<file path="src/rtl/core/relative_strength_index_defines.svh">
// Assertion macros
`ifndef RELATIVE_STRENGTH_INDEX_DEFINES_SVH
`define RELATIVE_STRENGTH_INDEX_DEFINES_SVH
`define RSI_ASSERT(lbl, clk, rstn, prop, msg) \
  lbl: assert property (@(posedge clk) disable iff (!rstn) (prop)) else $error(msg);
`define RSI_ASSERT_NR(lbl, clk, prop, msg) \
  lbl: assert property (@(posedge clk) (prop)) else $error(msg);
`endif

</file>
<file path="src/rtl/core/rsi_pkg.sv">
package rsi_pkg;
  localparam int unsigned PriceBitsDef    = 32;
  localparam int unsigned FractionBitsDef = 16;
  localparam int unsigned PeriodBits      = 8;
  localparam int unsigned RsiBits         = 14;
  localparam int unsigned AccBits         = 64; // averages and ratio wrap modulo 2^64
  localparam logic [PeriodBits-1:0] PeriodReset = 8'd14;
  localparam logic [RsiBits-1:0]    RsiFull     = 14'd10000;

  typedef struct packed {
    logic load;   // capture word and do the first step
    logic div_go; // start divider (first or smoothing)
    logic ratio_go;
  } cmd_t;

  typedef struct packed {
    logic trivial;  // result known without division
    logic div_done;
    logic ratio_done;
  } sts_t;
endpackage

</file>
<file path="src/rtl/core/rsi_ctrl.sv">
`include "relative_strength_index_defines.svh"
module rsi_ctrl (
  input  logic           clk_i,
  input  logic           rst_ni,
  input  logic           in_valid_i,
  output logic           in_ready_o,
  output logic           out_valid_o,
  input  logic           out_ready_i,
  output rsi_pkg::cmd_t  cmd_o,
  input  rsi_pkg::sts_t  sts_i
);
  import rsi_pkg::*;

  typedef enum logic [4:0] {
    S_IDLE  = 5'b00001,
    S_CHECK = 5'b00010,
    S_DIV   = 5'b00100,
    S_RATIO = 5'b01000,
    S_OUT   = 5'b10000
  } state_e;

  state_e state_q, state_d;

  always_comb begin
    state_d = state_q;
    cmd_o   = '0;
    case (state_q)
      S_IDLE: begin
        if (in_valid_i) begin
          cmd_o.load = 1'b1;
          state_d = S_CHECK;
        end
      end
      S_CHECK: begin
        if (sts_i.trivial) begin
          state_d = S_OUT;
        end else begin
          cmd_o.div_go = 1'b1;
          state_d = S_DIV;
        end
      end
      S_DIV: begin
        if (sts_i.div_done) begin
          cmd_o.ratio_go = 1'b1;
          state_d = S_RATIO;
        end
      end
      S_RATIO: begin
        if (sts_i.ratio_done) state_d = S_OUT;
      end
      S_OUT: begin
        if (out_ready_i) state_d = S_IDLE;
      end
      default: state_d = S_IDLE;
    endcase
  end

  always_ff @(posedge clk_i or negedge rst_ni) begin
    if (!rst_ni) state_q <= S_IDLE;
    else         state_q <= state_d;
  end

  assign in_ready_o  = (state_q == S_IDLE);
  assign out_valid_o = (state_q == S_OUT);

  `RSI_ASSERT(a_load_idle, clk_i, rst_ni, cmd_o.load |-> in_ready_o, "load outside idle")
  `RSI_ASSERT(a_out_hold, clk_i, rst_ni, (out_valid_o && !out_ready_i) |=> out_valid_o,
              "result dropped")
  `RSI_ASSERT(a_excl, clk_i, rst_ni, !(in_ready_o && out_valid_o), "ready with pending")
endmodule

</file>
<file path="config.mk">
export PLATFORM = sky130hd
export DESIGN_NAME = rsi_ctrl
export DESIGN_NICKNAME = d
export VERILOG_FILES = /design/src/rtl/core/rsi_pkg.sv /design/src/rtl/core/rsi_ctrl.sv
export VERILOG_INCLUDE_DIRS = /design/src /design/src/rtl/core
export SDC_FILE = /design/constraint.sdc
export NUM_CORES = 1
export LEC_CHECK = 0
export ABC_CLOCK_PERIOD_IN_PS = 3100
export BUFFER_PORTS_ARGS = -buffer_cell sky130_fd_sc_hd__buf_2
export CAP_MARGIN = 5
export CORE_AREA = 2 2 39 41
export CTS_CLUSTER_SIZE = 20
export DETAILED_ROUTE_END_ITERATION = 10
export DIE_AREA = 0 0 41 43
export PLACE_DENSITY = 0.47
export SETUP_SLACK_MARGIN = 0.2
export SLEW_MARGIN = 30
export SYNTH_ARGS = -nofsm -noshare
export SYNTH_HDL_FRONTEND = slang
export SYNTH_SLANG_ARGS = --single-unit
</file>
<file path="constraint.sdc">
create_clock -name clk_i -period 3.1 [get_ports clk_i]
set_input_delay 0.62 -clock clk_i [delete_from_list [all_inputs] [get_ports clk_i]]
set_output_delay 0.62 -clock clk_i [all_outputs]
set_load 0.05 [all_outputs]
</file>
Word level (Yosys, flattened, before mapping)
Cells that the tools add are included.

storage, ports and cells
  register bits after elaboration = 5
  input port bits = 7
  output and inout bits = 5
  word-level logic and storage cells = 23

cells by class
  eq/ne operators = 9
  mux-type cells = 12
  reduce and logical (&&, ||, !) cells = 1

operator list
  operator                                       number
  2-to-1 mux 5 bit                               5
  case mux 5 bit (5 select lines)                1
  2-to-1 mux 1 bit                               6
  != test 2 bit, second input constant           3
  == test 5 x 1 -> 1 bit, second input constant  1
  == test 5 x 2 -> 1 bit, second input constant  1
  == test 5 x 3 -> 1 bit, second input constant  1
  == test 5 x 4 -> 1 bit, second input constant  1
  == test 5 bit, second input constant           1
  AND reduction 4 bit                            1
  != test 2 x 1 -> 1 bit, second input constant  1

Logic depth before layout (Yosys ltp)
Gate-level depths: netlist (run 1).

  depth in word-level cells = 3
  depth in mapped cells = 4

Worst setup path before layout (run 1)
Ideal clock, no wire load.

  path type = in2out
  start = input sts_i[1] in the netlist's numbering
  end = output cmd_o[0] in the netlist's numbering
  arrival time = 2,178 ps
  slack = 302 ps
  cell stages on the path = 2
  buffers on the path = 0
  cell sequence = nand3b_1 -> nor4_1

RTL lines
  element             RTL line        RTL
  start: declaration  rsi_ctrl.sv:10  input rsi_pkg::sts_t sts_i
  end: declaration    rsi_ctrl.sv:9   output rsi_pkg::cmd_t cmd_o,

==> results of run 1 <==
[placed cells by master (no fill, tap or decap), drive strengths merged, types with 2 or more instances in the layout]
| cell type | instances |
|---|---|
| buf | 11 |
| dfrtp | 4 |
| clkbuf | 4 |
| nor3 | 3 |
| nor3b | 3 |
| nand3b | 3 |
| nor2 | 3 |
| nor4 | 2 |
| a2111oi | 2 |
[final timing paths]
kind | startpoint | endpoint | slack, ns
setup / recovery | state_q[4] | cmd_o[1] | 0.83
hold reg to reg | state_q[3] | state_q[2] | 0.61
min in group clk_i | state_q[3] | state_q[2] | 0.61
max in group asynchronous | rst_ni | state_q[0] | 2.71
hold / removal | rst_ni | state_q[4] | 0.19
setup reg to reg | state_q[2] | state_q[3] | 1.74
[layout make-up]
| class | count | share of cell area, % |
|---|---|---|
| Clock buffer | 4 | 6.14 |
| Inverter | 1 | 0.877 |
| Multi-Input combinational cell | 26 | 45.9 |
| Sequential cell | 5 | 29.5 |
| Tap cell | 16 | 4.68 |
| Timing Repair Buffer | 11 | 12.9 |
[metrics by stage]
step	setup WS (ns)	cell area [sq um]	instances	util [%]	total power, mW
5_1_grt	0.723	428	63	30.9	0.373
4_1_cts	0.804	428	63	30.9	0.352
3_5_place_dp	1.06	402	59	29.0	0.277
2_1_floorplan	0.302	373	38	-	0.261
3_3_place_gp	1.08	402	59	29.0	0.278
6_report	0.826	428	63	30.9	0.347
[worst max-delay path, delay by kind of cell (launching register included)]
| family | cells | cell delay (ns) |
|---|---|---|
| simple gates | 2 | 0.66 |
| flops | 1 | 0.48 |
| buf+inv | 1 | 0.28 |
[routing by layer]
| metal | wire length (um) | up-vias | track usage (%) |
|---|---|---|---|
| met5 | 0 | - | 0 |
| met4 | 0 | 0 | 6.00 |
| met3 | 37 | 0 | 3.66 |
| met2 | 338 | 8 | 14.7 |
| met1 | 303 | 137 | 13.8 |
| li1 | - | 156 | - |
[cells by family after synthesis]
group           Yosys count  synth area share, %
xor+xnor                  1                 2.35
buf+inv                   7                 13.4
flops                     5                 33.9
compound gates            6                 13.1
simple gates             19                 37.2
[power groups by stage]
stage	sequential, mW	clock, mW	combinational, mW
after floorplan	0.0883	0	0.172
after global placement	0.127	0	0.152
after detailed placement	0.126	0	0.151
after CTS	0.125	0.0751	0.152
after global routing	0.132	0.0816	0.160
final	0.125	0.0717	0.150
==> run summary, run 1 <==
run status: complete, no violations
Worst Path Arrival: 1.65 ns
Worst Setup Start Kind: register
Synth Register Bits: 5
die height: 43 um
Die X: 41 um
Avg Cell Area, Syn: 9.81 sq um
routed len/inst: 10.8 um
WS Path Type: register to output port
setup bufs post-CTS: 0
Synth async-reset ratio: 100%
final cycle utilization of the critical path: 73.4%
most frequent cells after synthesis: dfrtp_1, nand3b_1, nor2_1, nor3_1, nor3b_1
P_leak: 0.181 nW
setup tns final: 0 ns
vias in the first global route: 283
DRT Pass-1 Iters: 2
count leader, synth: dfrtp_1
ys flop type: dfrtp_1
grt ovf: 0
# clock sinks: 5
Logic pwr share: 43.2%
Root Buffer: clkbuf_4
Synth area leaders: dfrtp_1, dfstp_2, nor4b_4
number of DRC markers in iteration 0: 5
Worst EP required: 2.48 ns
crit-path max FO: 10
core footprint: 1380 sq um
Vias/cell: 4.78
Clock Skew: 0.00200 ns
area occupied by multi-input gates: 196 sq um
fmax: 440 MHz
diode count: 0
Psw: 0.163 mW
largest net degree at the start of global routing: 11
initial antenna violation count: 0
gr usage total: 10.6%
port buffer count: 11
Post-CTS Resized: 0
Cells after Synth: 38
reg2reg path depth: 2
Starting Density: 26.9%
number of flip-flops under the largest register name: 5
register area: 126 sq um
# IOs: 12
DR vias: 301
share of post-route cells with drive strength above 1: 38.3%
max cap viols: 0
Sw Ratio: 46.8%
CTS H-tree depth: 1
Post-synth EDFFs: 0
Power Dens Cells: 812 nW/um^2
mapped cell area: 373 sq um
crit-path max cell delay: 0.53 ns
post-synth net total: 45
actual slew at the worst max-slew pin: 0.448 ns
largest registers: state_q x5
Max Root-Sink Buffers: 2
CTS hold repair buffers: 0
warnings from Yosys: 0
Area growth, synth to finish: 14.8%
Largest Register: state_q
HP Class: input port to asynchronous set/reset pin
total CTS buffers: 3
final WL: 679 um
final hold slack: 0.186 ns
Reg power frac: 36.1%
Max VDD drop: 0.431 mV
RePlAce Congestion: 0.683
Netlist cell types: 24
post-synth top area share: 26.8%
DRC Markers: 0
internal power: 0.185 mW
dpl hpwl: 508 um
fill cell count: 149
RSZ-0062 raised after global routing: false
Reg clk slew, reported paths: 0.04 ns
Final Net Count: 55
CTS tree: yes
die area: 1760 sq um
max-slew violations: 0
cell taking the most area after synthesis: dfrtp_1
Crit. End Element: output port
fin crit period: 2.27 ns
first-pass GRT wire length: 1220 um
ANT nets after route: 0
Cell Rows: 14
slowest CP cell: or4_1
Slew headroom: 69.3%
final setup vio count: 0
crit-path cells: or4_1 -> nor3_1 -> buf_2
clk_lat worst skew: 0.23 ns
Seq/Total Area, Yosys: 33.9%
final hold vios: 0
Clock power frac: 20.6%
Power figures use the tool's default switching activity.
==> run 2: changes to the inputs <==
Settings changed: ABC_CLOCK_PERIOD_IN_PS 3100 to 2080, PLACE_DENSITY 0.47 to 0.49.
Clock period 3.1 ns to 2.08 ns, I/O delays scaled along.
==> run 2 against run 1 <==
Compared with the run above: global-route usage up 1.4 points; sequential share of layout area down 7.6 points; via count up 16%; final cell count up 17%; clock skew down 0.00060 ns; register-to-register slack worse by 1.1 ns; die area unchanged; routed wire length up 28%; sequential power up 16%; critical endpoint unchanged.
==> run summary, run 2 (synthesis gave the netlist of run 1 again) <==
largest net degree at the start of global routing: 10 (-1)
final std cells w/o fill: 74 (+17%)
Reg power frac: 20.7% (-15 points)
DP Worst Slack: 0.279 ns (-0.777 ns)
Crit path max-delay family: simple AND/OR/NAND/NOR gates
WS Path Type: register to output port
share of post-route cells with drive strength above 1: 58.6% (+20 points)
Tot Pwr: 0.698 mW (+100%)
Reg2Reg Setup Slack: 0.61 ns (-1.13 ns)
Largest Register: state_q
Die X: 41 um (unchanged)
internal power: 0.396 mW (+110%)
Power Dens Cells: 1200 nW/um^2 (+47%)
actual slew at the worst max-slew pin: 0.421 ns (-0.0271 ns)
fin area: 583 sq um (+36%)
Clock power frac: 15.9% (-4.7 points)
Worst EP required: 1.66 ns (-0.82 ns)
Root Buffer: clkbuf_4
dpl cells: 62 (+5.1%)
final WL: 869 um (+28%)
Slew headroom: 71.2% (+1.9 points)
Vias/cell: 4.72 (-1.3%)
Clock Skew: 0.00139 ns (-0.000603 ns)
die height: 43 um (unchanged)
dpl hpwl: 606 um (+19%)
Max Root-Sink Buffers: 2 (unchanged)
diode count: 0 (unchanged)
Cell Rows: 14 (unchanged)
gr usage total: 12.0% (+1.4 points)
buffers plus inverters on the worst setup path: 1 (unchanged)
RePlAce Congestion: 0.719 (+5.2%)
crit-path max cell delay: 0.53 ns (about the same)
Final Net Count: 66 (+20%)
crit-path max FO: 4 (-6)
final setup margin: 0.182 ns (-0.644 ns)
max cap viols: 0 (unchanged)
placed inst area: 455 sq um (+13%)
Logic pwr share: 63.4% (+20 points)
most common cell after layout, fill and taps aside: buf_4
Max VDD drop: 0.310 mV (-28%)
Sw Ratio: 43.3% (-3.5 points)
fmax: 527 MHz
first-pass GRT wire length: 1390 um (+14%)
DR vias: 349 (+16%)
max-slew violations: 0 (unchanged)
routed len/inst: 11.7 um (+9.0%)
port buffer count: 11 (unchanged)
core footprint: 1380 sq um (unchanged)
fin crit period: 1.90 ns
# clock sinks: 5 (unchanged)
die area: 1760 sq um (unchanged)
Worst Setup Start Kind: register
CTS H-tree depth: 1 (unchanged)
largest registers: state_q x5
final setup vio count: 0 (unchanged)
Psw: 0.302 mW (+86%)
setup tns final: 0 ns (unchanged)
HP Class: input port to register
clk_lat worst skew: 0.24 ns (about the same)
number of DRC markers in iteration 0: 0 (-5)
total CTS buffers: 3 (unchanged)
fin util: 42.1% (+11 points)
final hold slack: 0.476 ns (+0.290 ns)
Reg clk slew, reported paths: 0.04 ns (about the same)
initial antenna violation count: 0 (unchanged)
grt ovf: 0 (unchanged)
vias in the first global route: 336 (+19%)
CTS tree: yes
Crit. End Element: output port
run status: complete, no violations
DRC Markers: 0 (unchanged)
P_leak: 0.249 nW (+37%)
commonest non-fill, non-tap cells in the layout: buf_4, buf_2, buf_6
Worst Path Arrival: 1.48 ns (-0.17 ns)
Area growth, synth to finish: 56.4%
DRT Pass-1 Iters: 1 (-1)
# IOs: 12 (unchanged)
slowest CP cell: or4_1
final cycle utilization of the critical path: 91.2%
crit-path cells: or4_1 -> nor3_2 -> buf_6
Starting Density: 26.9% (unchanged)
number of flip-flops under the largest register name: 5 (unchanged)
final hold vios: 0 (unchanged)
RSZ-0062 raised after global routing: true
ANT nets after route: 0 (unchanged)
## run 2: cell count changes in the layout (fill, tap and decap cells not counted), moves of 2 or more
cell,previous run,this run
buf_4,0,11
buf_2,11,6
buf_6,0,4
nor3b_1,3,1
nor3b_4,0,2
## run 2: power groups by stage
stage / clock network (mW) / registers [mW] / logic (mW)
after detailed placement: 0 / 0.171 / 0.305
after global routing: 0.123 / 0.147 / 0.466
after CTS: 0.115 / 0.144 / 0.427
final: 0.111 / 0.145 / 0.442
after floorplan: 0 / 0.132 / 0.298
after global placement: 0 / 0.171 / 0.305
## run 2: path summary, 6_finish.rpt
path | depth (start not counted) | to | startpoint
max in group asynchronous | 2 | state_q[0] | rst_ni
worst max-delay path | 3 | cmd_o[1] | state_q[0]
worst min-delay path | 3 | state_q[3] | sts_i[0]
worst max register to register | 5 | state_q[0] | state_q[3]
min in group asynchronous | 2 | state_q[4] | rst_ni
worst min register to register | 2 | state_q[2] | state_q[3]
## run 2: layer usage
layer | up-vias | GRT usage, % | wire [um]
li1 | 177 | - | -
met1 | 166 | 17.9 | 431
met2 | 6 | 14.4 | 418
met3 | 0 | 1.57 | 19
met4 | 0 | 10.0 | 0
met5 | - | 0 | 0
## run 2: what timing repair did
action / 4_1_cts / 5_1_grt
resized for setup: 8 / 5
setup buffers: 7 / 0
hold buffers: 1 / 0
setup endpoints to repair: 4 / 5
gates cloned: 0 / 0
pin swaps: 2 / 1
endpoints found under the hold margin: 4 / 0
## run 2: worst register-to-register path, cell delays in order (launching register included)
cell and delay [ns]:
dfrtp_2 0.41, buf_4 0.15, buf_4 0.14, o21a_1 0.16, a2111oi_0 0.42, nor3_1 0.11
## run 2: final cells by class
type | instances | area (sq um)
Inverter | 1 | 3.75
Fill cell | 131 | 801
Sequential cell | 5 | 128
Multi-Input combinational cell | 26 | 238
Tap cell | 16 | 20.0
Clock buffer | 4 | 26.3
Timing Repair Buffer | 22 | 168
